[src/rtl/core/sound_chip_state_variable_filter_defines.svh]
// Assertion macros used by the filter's top-level RTL file.
`ifndef SOUND_CHIP_STATE_VARIABLE_FILTER_DEFINES_SVH
`define SOUND_CHIP_STATE_VARIABLE_FILTER_DEFINES_SVH

// Same-cycle implication, checked at every rising edge outside reset.
`define SC_SVF_ASSERT_IMPLIES(label, clk, rst_n, ante, cons) \
    label: assert property (@(posedge clk) disable iff (!rst_n) (ante) |-> (cons)) \
        else $error("sc_svf assertion failed");

// Next-cycle implication, checked at every rising edge outside reset.
`define SC_SVF_ASSERT_NEXT(label, clk, rst_n, ante, cons) \
    label: assert property (@(posedge clk) disable iff (!rst_n) (ante) |=> (cons)) \
        else $error("sc_svf assertion failed");

`endif

[src/rtl/core/sc_svf_pkg.sv]
// Package with the filter's types, widths and fixed constants.
`default_nettype none
package sc_svf_pkg;

    localparam int DATA_W     = 32;
    localparam int SAMPLE_W   = 20;
    localparam int SUM_W      = 22;
    localparam int CYC_W      = 8;
    localparam int CUT_W      = 15;
    localparam int RES_W      = 11;
    localparam int ROUTE_W    = 4;
    localparam int MODE_W     = 3;
    localparam int VOL_W      = 4;
    localparam int OFS_W      = 10;
    localparam int CFG_DATA_W = 15;
    localparam int N_SRC      = 4;

    localparam int WDT_SHIFT = 6;
    localparam int BP_SHIFT  = 14;
    localparam int Q_SHIFT   = 10;

    localparam logic [1:0]       VOICE3_SLOT = 2'd2;
    localparam logic [1:0]       LAST_SLOT   = 2'd3;
    localparam logic [RES_W-1:0] RES_RESET   = 11'd1448;

    localparam int MODE_LP = 0;
    localparam int MODE_BP = 1;
    localparam int MODE_HP = 2;

    typedef enum logic [2:0] {
        CFG_FILTER_ENABLE,
        CFG_CUTOFF,
        CFG_RESONANCE,
        CFG_ROUTE,
        CFG_MUTE,
        CFG_MODE,
        CFG_VOLUME,
        CFG_OFFSET
    } t_cfg_idx;

    typedef struct packed {
        logic               filter_enable;
        logic [CUT_W-1:0]   cutoff_coeff;
        logic [RES_W-1:0]   resonance_coeff;
        logic [ROUTE_W-1:0] route_mask;
        logic               voice3_mute;
        logic [MODE_W-1:0]  mode_select;
        logic [VOL_W-1:0]   volume;
        logic [OFS_W-1:0]   mixer_offset;
    } t_cfg;

    typedef enum logic [3:0] {
        S_IDLE,
        S_SUM,
        S_CHECK,
        S_WDT,
        S_DELTA,
        S_UPD,
        S_RESO,
        S_MIX,
        S_VSTART,
        S_VOL,
        S_DONE
    } t_state;

endpackage
`default_nettype wire

[src/rtl/core/sc_svf_cfg.sv]
// Configuration register file of the filter.
`default_nettype none
module sc_svf_cfg (
    input  logic                                i_clk,
    input  logic                                i_rst_n,
    input  logic                                i_wr,
    input  sc_svf_pkg::t_cfg_idx                i_index,
    input  logic [sc_svf_pkg::CFG_DATA_W-1:0]   i_data,
    output sc_svf_pkg::t_cfg                    o_cfg
);
    import sc_svf_pkg::*;

    t_cfg r_cfg;

    always_ff @(posedge i_clk) begin
        if (!i_rst_n) begin
            r_cfg.filter_enable   <= 1'b1;
            r_cfg.cutoff_coeff    <= '0;
            r_cfg.resonance_coeff <= RES_RESET;
            r_cfg.route_mask      <= '0;
            r_cfg.voice3_mute     <= 1'b0;
            r_cfg.mode_select     <= '0;
            r_cfg.volume          <= '0;
            r_cfg.mixer_offset    <= '0;
        end else if (i_wr) begin
            unique case (i_index)
                CFG_FILTER_ENABLE: r_cfg.filter_enable   <= i_data[0];
                CFG_CUTOFF:        r_cfg.cutoff_coeff    <= i_data[CUT_W-1:0];
                CFG_RESONANCE:     r_cfg.resonance_coeff <= i_data[RES_W-1:0];
                CFG_ROUTE:         r_cfg.route_mask      <= i_data[ROUTE_W-1:0];
                CFG_MUTE:          r_cfg.voice3_mute     <= i_data[0];
                CFG_MODE:          r_cfg.mode_select     <= i_data[MODE_W-1:0];
                CFG_VOLUME:        r_cfg.volume          <= i_data[VOL_W-1:0];
                CFG_OFFSET:        r_cfg.mixer_offset    <= i_data[OFS_W-1:0];
            endcase
        end
    end

    assign o_cfg = r_cfg;

endmodule
`default_nettype wire

[src/rtl/core/sc_svf_smul.sv]
// Serial-parallel multiplier taking one multiplier bit per cycle, low word kept.
`default_nettype none
module sc_svf_smul #(
    parameter int MB_W = 4
) (
    input  logic                            i_clk,
    input  logic                            i_rst_n,
    input  logic                            i_start,
    input  logic [sc_svf_pkg::DATA_W-1:0]   i_a,
    input  logic [MB_W-1:0]                 i_b,
    output logic                            o_done,
    output logic [sc_svf_pkg::DATA_W-1:0]   o_prod
);
    import sc_svf_pkg::*;

    localparam int CNT_W = (MB_W > 1) ? $clog2(MB_W) : 1;
    localparam logic [CNT_W-1:0] CNT_LAST = CNT_W'(MB_W - 1);

    logic              r_run;
    logic              r_done;
    logic [CNT_W-1:0]  r_cnt;
    logic [DATA_W-1:0] r_a;
    logic [MB_W-1:0]   r_b;
    logic [DATA_W-1:0] r_acc;

    always_ff @(posedge i_clk) begin
        if (!i_rst_n) begin
            r_run  <= 1'b0;
            r_done <= 1'b0;
            r_cnt  <= '0;
        end else begin
            r_done <= r_run && (r_cnt == '0);
            if (i_start) begin
                r_run <= 1'b1;
                r_cnt <= CNT_LAST;
            end else if (r_run) begin
                if (r_cnt == '0) begin
                    r_run <= 1'b0;
                end else begin
                    r_cnt <= r_cnt - 1'b1;
                end
            end
        end
    end

    always_ff @(posedge i_clk) begin
        if (i_start) begin
            r_a   <= i_a;
            r_b   <= i_b;
            r_acc <= '0;
        end else if (r_run) begin
            r_acc <= r_acc + (r_b[0] ? r_a : '0);
            r_a   <= r_a << 1;
            r_b   <= r_b >> 1;
        end
    end

    assign o_done = r_done;
    assign o_prod = r_acc;

endmodule
`default_nettype wire

[src/rtl/core/sound_chip_state_variable_filter.sv]
// Each accepted word is summed, run through n filter substeps, mixed and scaled by the volume,
// where n = ceil(cycle_count / SUBSTEP_CYCLES), or zero when the filter is off.
// Words are taken one at a time: the next is accepted once the previous result is loaded,
// so the next word is taken while a finished result still waits.
// Synchronous active-low reset restores the register defaults and zeroes the filter state.
`default_nettype none
`include "sound_chip_state_variable_filter_defines.svh"
module sound_chip_state_variable_filter #(
    parameter int SUBSTEP_CYCLES = 8
) (
    input  logic                                      i_clk,
    input  logic                                      i_rst_n,
    input  logic                                      i_in_valid,
    output logic                                      o_in_stall,
    input  logic [sc_svf_pkg::CYC_W-1:0]              i_cycle_count,
    input  logic signed [sc_svf_pkg::SAMPLE_W-1:0]    i_voice_one,
    input  logic signed [sc_svf_pkg::SAMPLE_W-1:0]    i_voice_two,
    input  logic signed [sc_svf_pkg::SAMPLE_W-1:0]    i_voice_three,
    input  logic signed [sc_svf_pkg::SAMPLE_W-1:0]    i_external_in,
    output logic                                      o_out_valid,
    input  logic                                      i_out_stall,
    output logic signed [sc_svf_pkg::DATA_W-1:0]      o_audio_out,
    input  logic                                      i_cfg_valid,
    output logic                                      o_cfg_ready,
    input  sc_svf_pkg::t_cfg_idx                      i_cfg_index,
    input  logic [sc_svf_pkg::CFG_DATA_W-1:0]         i_cfg_data
);
    import sc_svf_pkg::*;

    localparam int DT_W  = $clog2(SUBSTEP_CYCLES + 1);
    localparam int WDT_W = CUT_W + DT_W - WDT_SHIFT;
    localparam logic [CYC_W-1:0] SUB_MAX = CYC_W'(SUBSTEP_CYCLES);
    localparam logic [DT_W-1:0]  SUB_DT  = DT_W'(SUBSTEP_CYCLES);

    t_cfg   w_cfg;
    t_state r_state;
    t_state n_state;

    logic w_accept;
    logic w_out_load;
    logic w_start_w;
    logic w_start_d;
    logic w_start_q;
    logic w_start_v;

    logic [CYC_W-1:0]           r_cyc;
    logic [DT_W-1:0]            r_dt;
    logic [DT_W-1:0]            w_dt;
    logic signed [SAMPLE_W-1:0] r_src [N_SRC];
    logic [1:0]                 r_k;
    logic [ROUTE_W-1:0]         r_fmask;
    logic                       r_mute;
    logic signed [SUM_W-1:0]    r_vi;
    logic signed [SUM_W-1:0]    r_bypass;
    logic signed [SUM_W-1:0]    w_src_term;
    logic [DATA_W-1:0]          r_hp;
    logic [DATA_W-1:0]          r_bp;
    logic [DATA_W-1:0]          r_lp;
    logic [DATA_W-1:0]          r_mix;
    logic                       r_out_valid;
    logic [DATA_W-1:0]          r_out;

    logic              w_w_done;
    logic              w_hp_done;
    logic              w_bp_done;
    logic              w_q_done;
    logic              w_v_done;
    logic [DATA_W-1:0] w_w_prod;
    logic [DATA_W-1:0] w_hp_prod;
    logic [DATA_W-1:0] w_bp_prod;
    logic [DATA_W-1:0] w_q_prod;
    logic [DATA_W-1:0] w_v_prod;
    logic [WDT_W-1:0]  w_wdt;
    logic signed [DATA_W-1:0] w_dbp;
    logic signed [DATA_W-1:0] w_dlp;
    logic signed [DATA_W-1:0] w_qterm;

    sc_svf_cfg u_cfg (
        .i_clk   (i_clk),
        .i_rst_n (i_rst_n),
        .i_wr    (i_cfg_valid && o_cfg_ready),
        .i_index (i_cfg_index),
        .i_data  (i_cfg_data),
        .o_cfg   (w_cfg)
    );

    assign w_wdt = w_w_prod[WDT_SHIFT +: WDT_W];

    sc_svf_smul #(.MB_W(DT_W)) u_mul_wdt (
        .i_clk (i_clk), .i_rst_n (i_rst_n), .i_start (w_start_w),
        .i_a (DATA_W'(w_cfg.cutoff_coeff)), .i_b (w_dt),
        .o_done (w_w_done), .o_prod (w_w_prod)
    );

    sc_svf_smul #(.MB_W(WDT_W)) u_mul_hp (
        .i_clk (i_clk), .i_rst_n (i_rst_n), .i_start (w_start_d),
        .i_a (r_hp), .i_b (w_wdt),
        .o_done (w_hp_done), .o_prod (w_hp_prod)
    );

    sc_svf_smul #(.MB_W(WDT_W)) u_mul_bp (
        .i_clk (i_clk), .i_rst_n (i_rst_n), .i_start (w_start_d),
        .i_a (r_bp), .i_b (w_wdt),
        .o_done (w_bp_done), .o_prod (w_bp_prod)
    );

    sc_svf_smul #(.MB_W(RES_W)) u_mul_reso (
        .i_clk (i_clk), .i_rst_n (i_rst_n), .i_start (w_start_q),
        .i_a (r_bp), .i_b (w_cfg.resonance_coeff),
        .o_done (w_q_done), .o_prod (w_q_prod)
    );

    sc_svf_smul #(.MB_W(VOL_W)) u_mul_vol (
        .i_clk (i_clk), .i_rst_n (i_rst_n), .i_start (w_start_v),
        .i_a (r_mix), .i_b (w_cfg.volume),
        .o_done (w_v_done), .o_prod (w_v_prod)
    );

    assign w_dt    = (r_cyc < SUB_MAX) ? r_cyc[DT_W-1:0] : SUB_DT;
    assign w_dbp   = $signed(w_hp_prod) >>> BP_SHIFT;
    assign w_dlp   = $signed(w_bp_prod) >>> BP_SHIFT;
    assign w_qterm = $signed(w_q_prod) >>> Q_SHIFT;
    assign w_src_term = (r_k == VOICE3_SLOT && r_mute) ? '0 : SUM_W'(r_src[0]);

    always_ff @(posedge i_clk) begin
        if (!i_rst_n) begin
            r_state <= S_IDLE;
        end else begin
            r_state <= n_state;
        end
    end

    always_comb begin
        n_state    = r_state;
        o_in_stall = 1'b1;
        w_accept   = 1'b0;
        w_out_load = 1'b0;
        w_start_w  = 1'b0;
        w_start_d  = 1'b0;
        w_start_q  = 1'b0;
        w_start_v  = 1'b0;
        unique case (r_state)
            S_IDLE: begin
                o_in_stall = 1'b0;
                if (i_in_valid) begin
                    w_accept = 1'b1;
                    n_state  = S_SUM;
                end
            end
            S_SUM: begin
                if (r_k == LAST_SLOT) begin
                    n_state = S_CHECK;
                end
            end
            S_CHECK: begin
                if (!w_cfg.filter_enable || r_cyc == '0) begin
                    n_state = S_MIX;
                end else begin
                    w_start_w = 1'b1;
                    n_state   = S_WDT;
                end
            end
            S_WDT: begin
                if (w_w_done) begin
                    w_start_d = 1'b1;
                    n_state   = S_DELTA;
                end
            end
            S_DELTA: begin
                if (w_hp_done) begin
                    n_state = S_UPD;
                end
            end
            S_UPD: begin
                w_start_q = 1'b1;
                n_state   = S_RESO;
            end
            S_RESO: begin
                if (w_q_done) begin
                    n_state = S_CHECK;
                end
            end
            S_MIX: begin
                if (r_k == LAST_SLOT) begin
                    n_state = S_VSTART;
                end
            end
            S_VSTART: begin
                w_start_v = 1'b1;
                n_state   = S_VOL;
            end
            S_VOL: begin
                if (w_v_done) begin
                    n_state = S_DONE;
                end
            end
            S_DONE: begin
                if (!r_out_valid || !i_out_stall) begin
                    w_out_load = 1'b1;
                    n_state    = S_IDLE;
                end
            end
            default: n_state = S_IDLE;
        endcase
    end

    always_ff @(posedge i_clk) begin
        if (!i_rst_n) begin
            r_hp        <= '0;
            r_bp        <= '0;
            r_lp        <= '0;
            r_out_valid <= 1'b0;
        end else begin
            if (r_state == S_SUM && r_k == LAST_SLOT && !w_cfg.filter_enable) begin
                r_hp <= '0;
                r_bp <= '0;
                r_lp <= '0;
            end
            if (r_state == S_DELTA && w_hp_done) begin
                r_bp <= r_bp - w_dbp;
                r_lp <= r_lp - w_dlp;
            end
            if (r_state == S_RESO && w_q_done) begin
                r_hp <= w_qterm - r_lp - DATA_W'(r_vi);
            end
            if (w_out_load) begin
                r_out_valid <= 1'b1;
            end else if (r_out_valid && !i_out_stall) begin
                r_out_valid <= 1'b0;
            end
        end
    end

    always_ff @(posedge i_clk) begin
        if (w_accept) begin
            r_cyc    <= i_cycle_count;
            r_src[0] <= i_voice_one;
            r_src[1] <= i_voice_two;
            r_src[2] <= i_voice_three;
            r_src[3] <= i_external_in;
            r_k      <= '0;
            r_fmask  <= w_cfg.filter_enable ? w_cfg.route_mask : '0;
            r_mute   <= w_cfg.voice3_mute && !w_cfg.route_mask[VOICE3_SLOT];
            r_vi     <= '0;
            r_bypass <= '0;
        end
        if (r_state == S_SUM) begin
            if (r_fmask[r_k]) begin
                r_vi <= r_vi + w_src_term;
            end else begin
                r_bypass <= r_bypass + w_src_term;
            end
            for (int i = 0; i < N_SRC - 1; i++) begin
                r_src[i] <= r_src[i + 1];
            end
            r_k <= r_k + 1'b1;
        end
        if (w_start_w) begin
            r_dt <= w_dt;
        end
        if (r_state == S_RESO && w_q_done) begin
            r_cyc <= r_cyc - CYC_W'(r_dt);
        end
        if (r_state == S_MIX) begin
            unique case (r_k)
                2'd0: r_mix <= DATA_W'(r_bypass) + DATA_W'($signed(w_cfg.mixer_offset));
                2'd1: r_mix <= r_mix + (w_cfg.mode_select[MODE_LP] ? r_lp : '0);
                2'd2: r_mix <= r_mix + (w_cfg.mode_select[MODE_BP] ? r_bp : '0);
                2'd3: r_mix <= r_mix + (w_cfg.mode_select[MODE_HP] ? r_hp : '0);
            endcase
            r_k <= r_k + 1'b1;
        end
        if (w_out_load) begin
            r_out <= w_v_prod;
        end
    end

    assign o_out_valid = r_out_valid;
    assign o_audio_out = r_out;
    assign o_cfg_ready = 1'b1;

    `SC_SVF_ASSERT_IMPLIES(a_bypass_clears_levels, i_clk, i_rst_n,
        (r_state == S_MIX) && !w_cfg.filter_enable,
        (r_hp == '0) && (r_bp == '0) && (r_lp == '0))
    `SC_SVF_ASSERT_IMPLIES(a_substep_in_range, i_clk, i_rst_n,
        (r_state == S_RESO),
        (r_dt != '0) && (CYC_W'(r_dt) <= r_cyc))
    `SC_SVF_ASSERT_IMPLIES(a_delta_lanes_in_step, i_clk, i_rst_n,
        1'b1, w_hp_done == w_bp_done)
    `SC_SVF_ASSERT_NEXT(a_result_loaded, i_clk, i_rst_n,
        w_out_load, o_out_valid && (r_state == S_IDLE))

endmodule
`default_nettype wire

[config.mk]
export PLATFORM = sky130hd
export DESIGN_NAME = sound_chip_state_variable_filter
export DESIGN_NICKNAME = d
export VERILOG_FILES = /design/src/rtl/core/sc_svf_pkg.sv /design/src/rtl/core/sc_svf_cfg.sv /design/src/rtl/core/sc_svf_smul.sv /design/src/rtl/core/sound_chip_state_variable_filter.sv
export VERILOG_INCLUDE_DIRS = /design/src /design/src/rtl/core
export SDC_FILE = /design/constraint.sdc
export NUM_CORES = 2
export LEC_CHECK = 0
export CAP_MARGIN = 20
export CORE_MARGIN = 3
export CORE_UTILIZATION = 60
export DETAILED_ROUTE_END_ITERATION = 12
export DONT_BUFFER_PORTS = 1
export PLACE_DENSITY = 0.84
export RECOVER_POWER = 25
export SYNTH_ARGS = -nofsm -noshare
export SYNTH_HDL_FRONTEND = slang
export SYNTH_SLANG_ARGS = --single-unit
[constraint.sdc]
create_clock -name i_clk -period 6.4 [get_ports i_clk]
set_input_delay 0.96 -clock i_clk [delete_from_list [all_inputs] [get_ports i_clk]]
set_output_delay 0.96 -clock i_clk [all_outputs]
set_load 0.005 [all_outputs]
==> run metrics <==
Starting Density between 60 and 70%; Most Frequent Cell on Critical Path o21ai_0; CP Capture Type flip-flop; post-placement setup slack about 1.2 ns; Via density 6.10; die area 80600 sq um; Hold Vio Cnt, Final 0; Worst Setup Start Kind flip-flop; Worst Hold Depth 0; clock sink count a little over 700; Clock Tree Buf Depth 3; Cell Area, Synth about 46000 sq um; Max-cap violations 8; Seq/Total Area, Yosys 38.7%; clk slew on worst S/H paths approximately 0.070 ns; vias in the first global route between 30000 and 40000; crit path cell chain inv_1, ha_1, and2_1, a221oi_1, a21oi_1, ha_1, nor2b_1, o21a_1, o21ai_0, a21oi_1, a2111oi_0, o21ai_0, a221oi_1, o21ai_0, xnor2_1, o21ai_0; crit path kind reg2reg; reg-to-reg endpoint r_mix[20]$_DFFE_PP_; total CTS buffers 79; # H-tree levels 3; ant diodes 0; Final nets 5719; critical path arrival 5.70 ns; Mean Syn Cell Area ~8.7 sq um; Filler Cells Inserted around 6100; CTS Hold Bufs 0; Routed WL approximately 120000 um; Pre-antenna DRT Iters 8; Gate Count Post-Synth roughly 5400; ys async rst share 0%; Core Region approximately 76000 sq um; DRC 0; total congestion overflow 0; first-pass GRT wire length 193000 um; antenna violations before repair 1; post-CTS sizing 0; Ys Warns 0; net count after synthesis 5830; worst-margin pin slew approximately 2.3 ns; CP required about 6.8 ns; leakage ~0.021 uW; total track usage 29.3%; Tcrit/Tclk final a little over four fifths; Worst slew margin -52.7%; largest net degree at the start of global routing approximately 140; FF-to-FF path depth 16; Root Buffer clkbuf_16; area leader, netlist edfxtp_1; Slowest cell on crit path and2_1; top cells by area, synth edfxtp_1 (23%), dfxtp_1 (16%), nand2_1 (8.9%); Final WS setup about 1.1 ns; Pwr Density 399 nW/um^2; min-delay src i_external_in[16]; Die Width around 280 um; top post-synthesis cells by count nand2_1 (1099), dfxtp_1 (370), edfxtp_1 (351), ha_1 (327), nor2_1 (316); Die Y 284 um; layout cell share with drive strength beyond 1 under 10%; area delta synth->final 7.42%; library cells used by synthesis 90; most frequent cell after synthesis nand2_1; RSZ-0062 raised after global routing false; Max FO, Critical Path 32; outcome finished, violations left; Peak Freq 187 MHz; Ports approximately 150; Tmin final 5.34 ns; ANT nets after route 0; Top FF cell, synth dfxtp_1; Yosys top cell area share 22.7%; r2r startpoint r_k[0]$_DFFE_PP_; Final Setup Violations 0; final slew viol count roughly 300; failing checks capacitance limit, slew limit; I/O Buffers 0; routability congestion estimate about 0.96; Peak VDD IR ~0.30 mV; std cell rows 101; clk_lat worst skew about 0.66 ns; HP Class in2reg; Yosys reg bits ~720; Post-CTS Setup Bufs 0; post-DP HPWL 87300 um; Post-synth EDFFs 351; final setup TNS 0 ns; clock skew 0.0251 ns; TritonCTS clock tree yes; DRT iter0 DRCs 3842; Wirelength per Cell approximately 19 um; hold worst-path end r_src[3][16]$_DFFE_PP_; CP peak stage delay roughly 0.88 ns; Via Count ~39000; flop2flop setup slack roughly 1.1 ns
## worst max-delay path, delay by kind of cell, from the launching register on
family | cells | cell delay [ns]
buffers and inverters | 1 | 0.15
DFF | 1 | 0.49
AOI/OAI and AO/OA | 10 | 2.73
adders and majority gates | 2 | 0.46
and+or+nand+nor | 2 | 1.03
xor gates and xnor gates | 1 | 0.16
## per-layer routing
| metal | global-route usage, % | share of wire, % |
|---|---|---|
| met1 | 38.0 | 42 |
| met2 | 47.8 | 46 |
| met3 | 4.36 | 7.0 |
| met4 | 14.9 | 5.7 |
| met5 | 0 | 0 |
## how the worst max path moves through the flow
| stage | start | end | cells after the start |
|---|---|---|---|
| floorplan | r_k[0]$_DFFE_PP_ | r_bypass[21]$_DFF_P_ | 21 |
| global placement | r_k[0]$_DFFE_PP_ | r_mix[30]$_DFFE_PP_ | 17 |
| detailed placement | r_k[0]$_DFFE_PP_ | r_mix[30]$_DFFE_PP_ | 17 |
| CTS | r_k[0]$_DFFE_PP_ | r_mix[30]$_DFFE_PP_ | 17 |
| global route | r_k[0]$_DFFE_PP_ | r_mix[20]$_DFFE_PP_ | 16 |
| finish | r_k[0]$_DFFE_PP_ | r_mix[20]$_DFFE_PP_ | 16 |
## kinds of logic after synthesis
family                     after synthesis  share of synthesized area [%]
and+or+nand+nor                       2095                           20.5
AOI/OAI and AO/OA                     1269                           17.8
DFF                                    721                           38.7
buffers and inverters                  463                           3.79
adders and majority gates              378                           10.8
xor gates and xnor gates               300                           5.67
muxes                                  124                           2.72
other                                    1                        0.00809
## layout make-up
class                      instances  area [sq um]  share of cell area (%)
multi-input combinational       4167         26700                    53.6
sequential                       721         17900                    36.0
clock buffer                     114          2280                    4.58
tap                             1030          1290                    2.59
inverter                         229           860                    1.73
clock inverter                    32           380                   0.764
timing repair buffer              42           342                   0.686
## stage by stage
step,hold slack (ns),power (uW),std cells,util (%),area [sq um]
finish,0.399,19900,6335,65.4,49800
global route,0.378,21200,6335,65.4,49800
CTS,0.368,19800,6332,65.3,49800
detailed placement,0.442,15100,6186,61.8,47100
global placement,0.432,14800,6186,61.8,47100
floorplan,0.418,13200,5351,-,46400
## registers in the layout, indices dropped and copies added, names as in the netlist, 8 cells and up
signal,count
r_cyc,8
u_mul_wdt.o_prod,19
r_hp,32
u_mul_vol.r_a,32
u_mul_hp.r_a,32
u_mul_reso.r_b,11
u_mul_bp.o_prod,32
u_mul_wdt.r_a,19
r_mix,32
r_lp,32
u_mul_hp.o_prod,32
r_src,80
r_bp,32
u_mul_reso.r_a,32
u_mul_bp.r_b,13
u_mul_vol.o_prod,32
r_vi,22
u_mul_bp.r_a,32
u_mul_reso.o_prod,32
u_cfg.o_cfg,49
o_audio_out,32
u_mul_hp.r_b,13
r_bypass,22
## power by group
part / switching, uW / leakage (uW) / internal [uW]
Sequential: 716 / 0.00618 / 5790
Combinational: 5120 / 0.0134 / 3610
Clock: 1990 / 0.00128 / 2680
## layout by cell type, fill, tap and decap left out, drive strengths merged, types with 56 or more instances in the layout
master,Yosys,layout
a21o,153,153
a22oi,56,56
nor2b,117,117
nand2b,65,65
nor3,56,56
a21oi,312,312
ha,327,327
nand3,86,86
mux2i,118,118
edfxtp,351,351
clkbuf,203,121
inv,227,229
xor2,112,112
o21ai,282,282
and2,183,183
nand2,1099,1099
nor2,316,316
dfxtp,370,370
xnor2,188,188
Power figures use the tool's default switching activity.
